<file path="config.mk">
export PLATFORM = sky130hd
export DESIGN_NAME = utf8_stream_decoder
export DESIGN_NICKNAME = d
export VERILOG_FILES = /design/src/rtl/core/utf8d_pkg.sv /design/src/rtl/core/utf8_stream_decoder.sv /design/src/rtl/core/utf8d_step.sv
export SDC_FILE = /design/constraint.sdc
export NUM_CORES = 1
export LEC_CHECK = 0
export BUFFER_PORTS_ARGS = -buffer_cell sky130_fd_sc_hd__buf_2
export CORE_MARGIN = 8
export CORE_UTILIZATION = 49
export DETAILED_ROUTE_END_ITERATION = 6
export GPL_TIMING_DRIVEN = 0
export PLACE_DENSITY = 0.77
export SLEW_MARGIN = 15
export SYNTH_ARGS = -nofsm -noshare
export SYNTH_HDL_FRONTEND = slang
export SYNTH_HIERARCHICAL = 1
export SYNTH_SLANG_ARGS = --single-unit
</file>
<file path="constraint.sdc">
create_clock -name i_clk -period 2.9 [get_ports i_clk]
set_clock_uncertainty 0.2 [all_clocks]
set_input_delay 0.58 -clock i_clk [delete_from_list [all_inputs] [get_ports i_clk]]
set_output_delay 0.58 -clock i_clk [all_outputs]
set_load 0.1 [all_outputs]
</file>
<file path="src/rtl/core/utf8d_pkg.sv">
// Package: shared types and constants for the UTF-8 stream decoder.
package utf8d_pkg;

    localparam int unsigned CP_W   = 21;
    localparam int unsigned LINE_W = 24;
    localparam int unsigned REM_W  = 2;

    localparam logic [7:0]        NEWLINE  = 8'h0A;
    localparam logic [LINE_W-1:0] LINE_MAX = {LINE_W{1'b1}};

    // Count of continuation bytes still expected.
    localparam logic [REM_W-1:0] REM_NONE  = 2'd0;
    localparam logic [REM_W-1:0] REM_ONE   = 2'd1;
    localparam logic [REM_W-1:0] REM_TWO   = 2'd2;
    localparam logic [REM_W-1:0] REM_THREE = 2'd3;

    typedef struct packed {
        logic [CP_W-1:0]   partial;
        logic [REM_W-1:0]  remaining;
        logic [LINE_W-1:0] line;
    } t_dec_state;

    typedef struct packed {
        logic              emit;
        logic [CP_W-1:0]   code_point;
        logic              end_seen;
        logic [LINE_W-1:0] line_number;
    } t_dec_result;

endpackage

</file>
<file path="src/rtl/core/utf8_stream_decoder.sv">
// Top level: UTF-8 byte stream decoder with saturating line counter.
//
// One byte (or an end-of-stream marker) enters per accepted item. Items
// pass through an input register, one level of decode logic and a result
// register, so the block sustains one byte per cycle while the output is not stalled; the only feedback is
// the small decode state (partial code point, continuation count, line
// count), updated in the same cycle an item leaves the input register.
// A result is written to the result register as its item leaves the
// input register. A byte in the middle of a multi-byte sequence yields
// no result. An end marker yields a result with code_point zero,
// o_end_seen high and the current line number, and drops any partial
// sequence. Continuation bytes are not checked, and stray or invalid
// lead bytes pass through as their own code point. The input stall
// rises only when the input register holds an item that has a result to
// deliver while the result register is full and stalled.
module utf8_stream_decoder
    import utf8d_pkg::*;
(
    input  logic              i_clk,
    input  logic              i_rst_n,
    input  logic              i_in_valid,
    output logic              o_in_stall,
    input  logic [7:0]        i_data_byte,
    input  logic              i_stream_end,
    output logic              o_out_valid,
    input  logic              i_out_stall,
    output logic [CP_W-1:0]   o_code_point,
    output logic              o_end_seen,
    output logic [LINE_W-1:0] o_line_number
);

    // Input register
    logic       r_in_valid;
    logic [7:0] r_in_byte;
    logic       r_in_end;

    // Decode state
    t_dec_state  r_state;
    t_dec_state  n_state;
    t_dec_result step_res;

    // Result register
    logic              r_out_valid;
    logic [CP_W-1:0]   r_code_point;
    logic              r_end_seen;
    logic [LINE_W-1:0] r_line_number;

    logic advance;

    utf8d_step u_step (
        .i_state      (r_state),
        .i_data_byte  (r_in_byte),
        .i_stream_end (r_in_end),
        .o_state      (n_state),
        .o_result     (step_res)
    );

    // Advance the held item unless its result would land on a stalled full slot.
    assign advance    = r_in_valid && (!step_res.emit || !r_out_valid || !i_out_stall);
    assign o_in_stall = r_in_valid && !advance;

    always_ff @(posedge i_clk) begin
        if (!i_rst_n) begin
            r_in_valid <= 1'b0;
        end else if (!o_in_stall) begin
            r_in_valid <= i_in_valid;
        end
    end

    always_ff @(posedge i_clk) begin
        if (i_in_valid && !o_in_stall) begin
            r_in_byte <= i_data_byte;
            r_in_end  <= i_stream_end;
        end
    end

    always_ff @(posedge i_clk) begin
        if (!i_rst_n) begin
            r_state.partial   <= '0;
            r_state.remaining <= REM_NONE;
            r_state.line      <= LINE_W'(1);
        end else if (advance) begin
            r_state <= n_state;
        end
    end

    // Hold the result while stalled; drop it once taken.
    always_ff @(posedge i_clk) begin
        if (!i_rst_n) begin
            r_out_valid <= 1'b0;
        end else if (advance && step_res.emit) begin
            r_out_valid <= 1'b1;
        end else if (!i_out_stall) begin
            r_out_valid <= 1'b0;
        end
    end

    always_ff @(posedge i_clk) begin
        if (advance && step_res.emit) begin
            r_code_point  <= step_res.code_point;
            r_end_seen    <= step_res.end_seen;
            r_line_number <= step_res.line_number;
        end
    end

    assign o_out_valid   = r_out_valid;
    assign o_code_point  = r_code_point;
    assign o_end_seen    = r_end_seen;
    assign o_line_number = r_line_number;

endmodule

</file>
<file path="src/rtl/core/utf8d_step.sv">
// Decode step: next decoder state and optional result for one byte or end marker.
module utf8d_step
    import utf8d_pkg::*;
(
    input  t_dec_state  i_state,
    input  logic [7:0]  i_data_byte,
    input  logic        i_stream_end,
    output t_dec_state  o_state,
    output t_dec_result o_result
);

    logic [CP_W-1:0]   shifted;
    logic [CP_W-1:0]   cp;
    logic              emit_cp;
    logic [LINE_W-1:0] line_next;

    assign shifted = {i_state.partial[CP_W-7:0], i_data_byte[5:0]};

    always_comb begin
        o_state = i_state;
        cp      = '0;
        emit_cp = 1'b0;
        if (i_stream_end) begin
            o_state.partial   = '0;
            o_state.remaining = REM_NONE;
        end else if (i_state.remaining != REM_NONE) begin
            // Take continuation bits blindly; finish when the count runs out.
            o_state.remaining = i_state.remaining - REM_ONE;
            if (i_state.remaining == REM_ONE) begin
                o_state.partial = '0;
                cp              = shifted;
                emit_cp         = 1'b1;
            end else begin
                o_state.partial = shifted;
            end
        end else begin
            case (i_data_byte) inside
                8'b110?????: begin
                    o_state.partial   = CP_W'(i_data_byte[4:0]);
                    o_state.remaining = REM_ONE;
                end
                8'b1110????: begin
                    o_state.partial   = CP_W'(i_data_byte[3:0]);
                    o_state.remaining = REM_TWO;
                end
                8'b11110???: begin
                    o_state.partial   = CP_W'(i_data_byte[2:0]);
                    o_state.remaining = REM_THREE;
                end
                default: begin
                    cp      = CP_W'(i_data_byte);
                    emit_cp = 1'b1;
                end
            endcase
        end

        // Advance the line count on newline, saturate at the top.
        line_next = i_state.line;
        if (emit_cp && cp == CP_W'(NEWLINE) && i_state.line != LINE_MAX) begin
            line_next = i_state.line + LINE_W'(1);
        end
        o_state.line = line_next;
    end

    assign o_result.emit        = emit_cp || i_stream_end;
    assign o_result.code_point  = cp;
    assign o_result.end_seen    = i_stream_end;
    assign o_result.line_number = line_next;

endmodule

</file>
-- Word level (Yosys, flattened, before mapping)
Cells that the tools add are included.
- register bits after elaboration: 98
- input port bits: 13
- $add $sub $neg: 2
- equal/unequal tests: 7
- multiplexer cells: 21
- reductions and logical operators: 17
- operator list (kind ; number):
    $mux W21 ; 5
    $mux W17 ; 5
    $add A24 B1 Y24 const B ; 1
    $mux W24 ; 1
    $ne A24 B24 Y1 const B ; 1
    $eq A21 B4 Y1 const B ; 1
    $mux W15 ; 1
    $mux W1 ; 8
    $mux W8 ; 1
    $logic_and A1 B1 Y1 ; 6
    $eq A5 B5 Y1 const B ; 1
    $logic_not A1 Y1 ; 5
    $reduce_bool A5 Y1 ; 1
    $eq A4 B4 Y1 const B ; 1
    $eq A3 B3 Y1 const B ; 1
    $logic_or A1 B1 Y1 ; 3
    $eq A2 B1 Y1 const B ; 1
    $ne A2 B1 Y1 const B ; 1
    $reduce_and A2 Y1 ; 1
    $reduce_bool A2 Y1 ; 1
    $sub A2 B1 Y2 const B ; 1

-- Depth between registers and ports, before layout
- word-level depth: 15
- mapped depth: 12
- gate-level depth less buffers: 8

-- Cells and area by module
The synthesis kept the hierarchy.
- by module, submodules not included (module ; instances ; cells each ; area each (µm²)):
    utf8_stream_decoder ; 1 ; 270 ; 3607.2
    utf8d_step ; 1 ; 230 ; 1521.5

-- Worst setup path before layout
Ideal clock, no wire load.
- kind: register to register
- start: register r_out_valid, in the netlist o_out_valid
- end: register r_in_byte[0], enable pin
- library setup time: 394 ps
- data arrival time: 2927 ps
- required time: 2306 ps
- slack: -621 ps
- stages on the path, launching flop included: 4
- clock period less this slack: 3521 ps
- cell sequence: dfxtp_1 nand2_1 nor2_1 nor2b_1
- cells in the longest elaborated chain, start to end: 8
- RTL lines (element ; RTL line ; RTL):
    start, declared ; utf8_stream_decoder.sv:43 ; logic r_out_valid;
    start signal, assigned ; utf8_stream_decoder.sv:90 ; r_out_valid <= 1'b0;
    start signal, assigned ; utf8_stream_decoder.sv:92 ; r_out_valid <= 1'b1;
    start signal, assigned ; utf8_stream_decoder.sv:94 ; r_out_valid <= 1'b0;
    $logic_not A1 Y1 ; utf8_stream_decoder.sv:59 ; assign advance = r_in_valid && (!step_res.emit || !r_out_valid || !i_out_stall);
    $logic_or A1 B1 Y1 (2 in a row) ; utf8_stream_decoder.sv:59 ;
    $logic_and A1 B1 Y1 ; utf8_stream_decoder.sv:59 ;
    $logic_not A1 Y1 ; utf8_stream_decoder.sv:60 ; assign o_in_stall = r_in_valid && !advance;
    $logic_and A1 B1 Y1 ; utf8_stream_decoder.sv:60 ;
    named net o_in_stall ; utf8_stream_decoder.sv:22 ; output logic o_in_stall,
    $logic_not A1 Y1 ; utf8_stream_decoder.sv:71 ; if (i_in_valid && !o_in_stall) begin
    $logic_and A1 B1 Y1 ; utf8_stream_decoder.sv:71 ;
    end signal, assigned ; utf8_stream_decoder.sv:72 ; r_in_byte <= i_data_byte;
    end, declared ; utf8_stream_decoder.sv:34 ; logic [7:0] r_in_byte;
The timed path passes the listed nets, and every way through them passes these cells.
A chain may end at the register's enable or synchronous reset.

==> flow_metrics.tcl <==
set metrics [dict create \
    slowest_stage "dfxtp_1" \
    hp-class "input pin to register" \
    crit_top_cell "buf_4" \
    p_int_mw 2.04 \
    path_cells "buf_4, buf_4, nand3b_1, nor2b_2, nor2_1, nor2_2, inv_2, nand2_2, nor2_4, buf_12" \
    drc 3 \
    cpPeakStageDelay_ps 330 \
    crit_buf_inv 4 \
    period_share_pct 97.4 \
    dieArea_um2 13300 \
    status "complete, but fails checks" \
    nets 552 \
    vdd_drop_max_uv 259 \
    slew_headroom_pct 53.2 \
    path_delay_family "simple AND/OR/NAND/NOR gates" \
    hpwl_mm 7.47 \
    initial_core_util_pct 49.9 \
    antenna_found_initial 0 \
    netlist_area_um2 4840 \
    grt_max_degree 25 \
    n_antenna_cell 0 \
    syn_area_per_cell_um2 10.4 \
    overflow 0 \
    syn_inst 464 \
    first_pass_iters 7 \
    rrSetupSlack_ps 130 \
    grt_pass1_wl_mm 16.9 \
    swShare_pct 29.0 \
    grt_setup_unrepaired "false" \
    fin_crit_ps 2820 \
    cp-startpoint "r_state[24]" \
    cts.path.max_buffers 2 \
    hold_buffers 0 \
    vias 3585 \
    clk_pin_slew_ps 100 \
    tritoncts "done" \
    cts_root_buf "clkbuf_8" \
    core_um2 9680 \
    worstMarginPinSlew_ps 701 \
    report.final.hold_viol_count 0 \
    maxCapViolations 0 \
    vias_per_cell 5.30 \
    ioPinCount 61 \
    clk_latency_ps 370 \
    cp.required_ps 2120 \
    power.density_nw_per_um2 512 \
    p_switching_mw 0.834 \
    drive_gt1_share_pct 28.4 \
    whs_ps 181 \
    max_freq_ghz 0.354 \
    clockPowerShare_pct 31.8 \
    r2r_cells 12 \
    area_growth_pct 16.1 \
    cts_buffers 9 \
    start_kind "register" \
    clock-sinks 98 \
    portBuffers 59 \
    final_max_slew_viol_count 0 \
    chipHeight_um 115 \
    p_seq_share_pct 53.0 \
    track_usage_pct 16.1 \
    p_leak_nw 2.15 \
    die_w_um 115 \
    end_kind "output port" \
    rr_endpoint "r_state[12]" \
    crit_path_end "o_in_stall" \
    antenna_left 0 \
    setup_viol 0 \
    violations "design-rule violations" \
    wl_mm 10.6 \
    critPathKind "register to output port" \
    grt_pass1_vias 3386 \
    pwr-share-comb_pct 15.2 \
    cts_htree_levels 3 \
    fp-row-count 36 \
    syn_nets 478 \
    drt_iter0_drc 292 \
    cp_num_cells 10 \
    yosysWarnings 6 \
    gp_congestion 0.889 \
    crit_path_max_fanout 10 \
    finalCoreUtilization_pct 58.0 \
    wl_per_cell_um 15.7 \
    rr_startpoint "r_state[24]" \
    worstPathArrival_ps 2040 \
]
==> cells in the final DEF, fill, tap and decap left out, types with 8 or more instances in the layout <==
master	instances
nand4_1	8
mux2i_1	42
clkbuf_1	17
nor2_1	24
a22oi_1	10
clkbuf_8	9
nor3_2	9
buf_2	66
nor3_1	10
and3_1	14
nand2_1	98
xor2_1	18
edfxtp_1	55
buf_4	32
dfxtp_1	43
nand3_1	9
==> final cells by class <==
type	instances	area [µm²]
fillers	838	4070
flip-flops and latches	98	2510
multi-input cells	300	1960
plain buffers	58	382
repair buffers	63	360
well taps	133	166
clock buffers	12	156
clock inverters	4	48.8
inverters	8	30.0
==> flip-flops by register name (all words and copies together) (netlist names) <==
name,cells
r_in_end,1
o_out_valid,1
r_state,41
o_code_point,21
r_in_byte,8
r_in_valid,1
o_line_number,24
o_end_seen,1
==> worst reg2reg max path: cells and delay by family, from the launching register on <==
family / cells / cell delay [ps]
mux: 1 / 150
buf+inv: 5 / 810
xor+xnor: 1 / 210
flops: 1 / 350
simple gates: 4 / 610
compound gates: 1 / 350
==> power by group through the flow <==
stage	registers (mW)	clock network [mW]	logic [mW]
6_report	1.53	0.915	0.437
5_1_grt	1.53	0.989	0.453
4_1_cts	1.52	0.934	0.435
3_5_place_dp	1.56	0	0.430
3_3_place_gp	1.56	0	0.420
2_1_floorplan	1.78	0	0.125
==> metrics by stage <==
stage | power, mW | worst slack, ps | cell area (µm²) | TNS (ps) | std cells
floorplan | 1.91 | 52.5 | 4840 | 0 | 464
global placement | 1.98 | -507 | 5310 | -24800 | 656
detailed placement | 1.99 | -199 | 5330 | -1790 | 657
CTS | 2.89 | 0.976 | 5570 | 0 | 676
global route | 2.97 | 8.34 | 5620 | 0 | 676
finish | 2.88 | 75.2 | 5620 | 0 | 676
==> timing repair <==
item,CTS,global route
setup endpoints to repair,10,29
gates resized for setup,3,12
pin swaps,1,3
cloned,0,0
buffers inserted,3,0
==> routing by layer <==
layer	vias up	GRT usage (%)	wire length (µm)
li1	1740	-	-
met3	13	3.31	589
met5	-	0	0
met1	1715	20.8	4710
met2	117	25.7	5140
met4	0	6.74	179
==> worst min path at each step <==
stage	from	to	slack [ps]	cells past startpoint
floorplan	r_state[24]	r_state[24]	230	2
global placement	r_state[25]	r_state[25]	240	2
detailed placement	r_state[24]	r_state[24]	250	2
CTS	i_stream_end	r_in_end	160	1
global route	i_stream_end	r_in_end	160	1
finish	i_stream_end	r_in_end	180	1
(Power assumes the default switching activity.)
